[src/ssl_ram.sv]
// Generic single-write, single-read RAM with registered read data.
// No dependencies.
`timescale 1ns / 1ps
`default_nettype none
module ssl_ram #(
  parameter int WIDTH = 32,
  parameter int DEPTH = 128
) (
  input  wire logic                     clk,
  input  wire logic                     we,
  input  wire logic [$clog2(DEPTH)-1:0] waddr,
  input  wire logic [WIDTH-1:0]         wdata,
  input  wire logic [$clog2(DEPTH)-1:0] raddr,
  output logic      [WIDTH-1:0]         rdata
);

  logic [WIDTH-1:0] mem [DEPTH];

  always_ff @(posedge clk) begin
    if (we) begin
      mem[waddr] <= wdata;
    end
    rdata <= mem[raddr];
  end

endmodule
`default_nettype wire

[config.mk]
export PLATFORM = sky130hd
export DESIGN_NAME = ssl_ram
export DESIGN_NICKNAME = d
export VERILOG_FILES = /design/src/ssl_ram.sv
export SDC_FILE = /design/constraint.sdc
export NUM_CORES = 2
export LEC_CHECK = 0
export ABC_CLOCK_PERIOD_IN_PS = 3620
export BUFFER_PORTS_ARGS = -buffer_cell sky130_fd_sc_hd__buf_2
export CAP_MARGIN = 20
export CORE_MARGIN = 4
export CORE_UTILIZATION = 48
export CTS_CLUSTER_DIAMETER = 80
export DETAILED_ROUTE_END_ITERATION = 6
export PLACE_DENSITY_LB_ADDON = 0.25
export SKIP_CTS_REPAIR_TIMING = 1
export SLEW_MARGIN = 30
export SYNTH_ARGS = -nofsm -noshare
export SYNTH_HDL_FRONTEND = slang
export SYNTH_SLANG_ARGS = --single-unit
export TNS_END_PERCENT = 10
[constraint.sdc]
create_clock -name clk -period 3.62 [get_ports clk]
set_clock_uncertainty 0.15 [all_clocks]
set_input_delay 0.543 -clock clk [delete_from_list [all_inputs] [get_ports clk]]
set_output_delay 0.543 -clock clk [all_outputs]
set_load 0.05 [all_outputs]
==> results.yml <==
detailed_routing:
  first_pass_iters: 5
  drc: 0
  wirelength_mm: 417
  drtIter0Drc: 10600
  vias_per_cell: 6.40
  vias: 72600
  ant_nets: 0
  drt-wirelength-per-cell_um: 36.8
yosys:
  ys_types: 17
  synth_seq_cells: 4128
  syn_inst: 5990
  synth.top_cell.area_share_pct: 78.7
  synth_area_mm2: 0.156
  yosysWarningCount: 0
  syn-num-nets: 6038
  synthTopCellsByArea: "edfxtp_1 79%, mux4_2 19%, clkbuf_1 0.44%, dfxtp_1 0.41%, nor2_1 0.29%"
  yosysTopAreaCell: "edfxtp_1"
  synth_area_per_cell_um2: 26.1
  ys_seq_area_share_pct: 79.1
floorplan:
  core_area_mm2: 0.324
  die_y_um: 579
  io_pins: 80
  rows: 209
  start_util_pct: 48.2
  dieArea_mm2: 0.335
  die-width_um: 579
pwr:
  seq_power_share_pct: 52.3
  p_int_mw: 79.6
  switching_share_pct: 21.5
  p_leak_nw: 56.0
  combPwrFrac_pct: 5.6
  pwr_density_cell_mw_per_mm2: 557
  clockPowerShare_pct: 42.2
  ir_drop_mv: 0.402
  switchingPower_mw: 21.8
  p_total_mw: 101
timing:
  finalSetupViolCount: 0
  finalSetupTns_ns: 0
  timing.hold.ws_ns: -0.0120
  fmax_mhz: 329
  drv_slew: 0
  hold_viol: 9
  timing.final.ws_setup_ns: 0.576
  slew_headroom_pct: 30.7
  tightestPinTransition_ns: 1.04
  period_share_pct: 84.1
  rsz0062_at_grt: "false"
  period_minus_slack_ns: 3.04
status:
  failed_checks: "negative hold slack"
  status: "complete, but fails checks"
critical_path:
  crit_arrival_ns: 3.72
  path_class: "in -> reg"
  cp_cell_sequence: "buf_12 -> buf_12 -> buf_12 -> buf_4 -> buf_4 -> mux4_2 -> mux4_2 -> mux4_2 -> mux2_2"
  crit_required_ns: 4.29
  worst-path-max-fanout: 26
  worstSetupEndpointType: "flip-flop"
  startpoint_type: "input port"
  max_stage_delay_ns: 0.63
  cpMaxStageDelayCell: "mux4_2"
finish:
  nets: 6675
  multi_input_area_mm2: 0.0323
  nFillCells: 23100
  finish.utilization_pct: 56.2
  drive_gt1_share_pct: 37.8
  register_area_mm2: 0.124
  syn2layout_area_growth_pct: 16.5
place:
  dp_hpwl_mm: 236
  port_buffers: 79
  gp_congestion: 0.823
  place_ws_ns: -0.384
cts:
  cts.reportedPaths.clkPinSlew_ns: 0.07
  clock_path_buffers: 4
  h-tree-depth: 5
  cts_tree: "done"
  clock_latency_ns: 0.97
  cts_root_buf: "clkbuf_16"
  clock-sinks: 4128
  numCtsBuffers: 407
grt:
  antenna_found_initial: 61
  grt_usage_pct: 25.1
  grt_pass1_vias: 72600
  grt_max_degree: 129
  grt_pass1_wl_mm: 583
  grt_overflow: 0
flow_run:
  maxCapViolations: 0
min_path:
  hold_class: "in -> reg"
## worst paths after layout
path | from | endpoint | slack [ns] | depth (start not counted)
worst max-delay path | raddr[0] | rdata[21]$_DFF_P_ | 0.58 | 9
worst min-delay path | wdata[16] | mem[75][16]$_DFFE_PP_ | -0.01 | 1
worst min register to register | mem[94][16]$_DFFE_PP_ | rdata[16]$_DFF_P_ | 0.98 | 4
worst max register to register | mem[61][5]$_DFFE_PP_ | rdata[5]$_DFF_P_ | 0.87 | 4
## worst max-delay path: cells and delay by family
kind	cells	cell delay [ns]
multiplexers	4	2.05
buffers and inverters	5	1.02
## synth_stat cells
| master | count |
|---|---|
| nand3_1 | 12 |
| nor2b_1 | 7 |
| edfxtp_1 | 4096 |
| clkbuf_1 | 182 |
| buf_4 | 3 |
| buf_1 | 50 |
| nand4_1 | 3 |
| or3_1 | 1 |
| mux2_2 | 32 |
| dfxtp_1 | 32 |
| nor2_1 | 122 |
| nand2b_1 | 2 |
| nand2_1 | 14 |
| mux4_2 | 1344 |
| nor3_1 | 9 |
| buf_6 | 2 |
| buf_2 | 79 |
## cell type report
type	count	area share, %
antenna	53	0.0728
clock buffer	488	5.81
multi-input combinational	1546	17.7
tap	4325	2.97
timing repair buffer	544	3.84
clock inverter	263	1.67
sequential	4128	67.9
## power by group through the flow
stage	Sequential, mW	Combinational, mW	Clock, mW
after floorplan	54.1	2.55	0
after detailed placement	54.0	5.66	0
after global routing	53.0	5.89	45.5
after global placement	54.0	5.58	0
after CTS	53.0	5.67	43.4
final	53.0	5.66	42.8
## flip-flops by register name (all words and copies together), names as in the netlist
| signal | cells |
|---|---|
| mem | 4096 |
| rdata | 32 |
## per-layer routing
metal | vias up | share of wire, % | GRT usage (%)
li1 | 27800 | - | -
met1 | 40100 | 39 | 36.8
met2 | 4160 | 47 | 38.8
met3 | 566 | 10 | 5.12
met4 | 10 | 3.1 | 7.51
met5 | - | 0.015 | 0
## cell usage in the layout (no fill, tap or decap), types with 32 or more instances in the layout
cell type | synthesis | layout
clkbuf_1 | 182 | 74
mux2_2 | 32 | 32
edfxtp_1 | 4096 | 4096
buf_4 | 3 | 251
nor2_4 | 0 | 119
diode_2 | 0 | 53
buf_12 | 0 | 236
clkbuf_16 | 0 | 408
dfxtp_1 | 32 | 32
buf_2 | 79 | 41
clkinv_1 | 0 | 94
clkinv_2 | 0 | 66
mux4_2 | 1344 | 1344
bufinv_16 | 0 | 51
## per-stage QoR
stage,std cells,cell area (um^2)
floorplan,5990,156000
global placement,10500,168000
detailed placement,10500,168000
CTS,11300,182000
global route,11300,182000
finish,11300,182000
## kinds of logic after synthesis
logic type / after synthesis / share of synthesized area [%]
buffers and inverters: 316 / 0.839
multiplexers: 1376 / 19.6
flip-flops: 4128 / 79.1
AND/OR/NAND/NOR: 170 / 0.446
No activity file was read; power rests on OpenSTA's default activity.
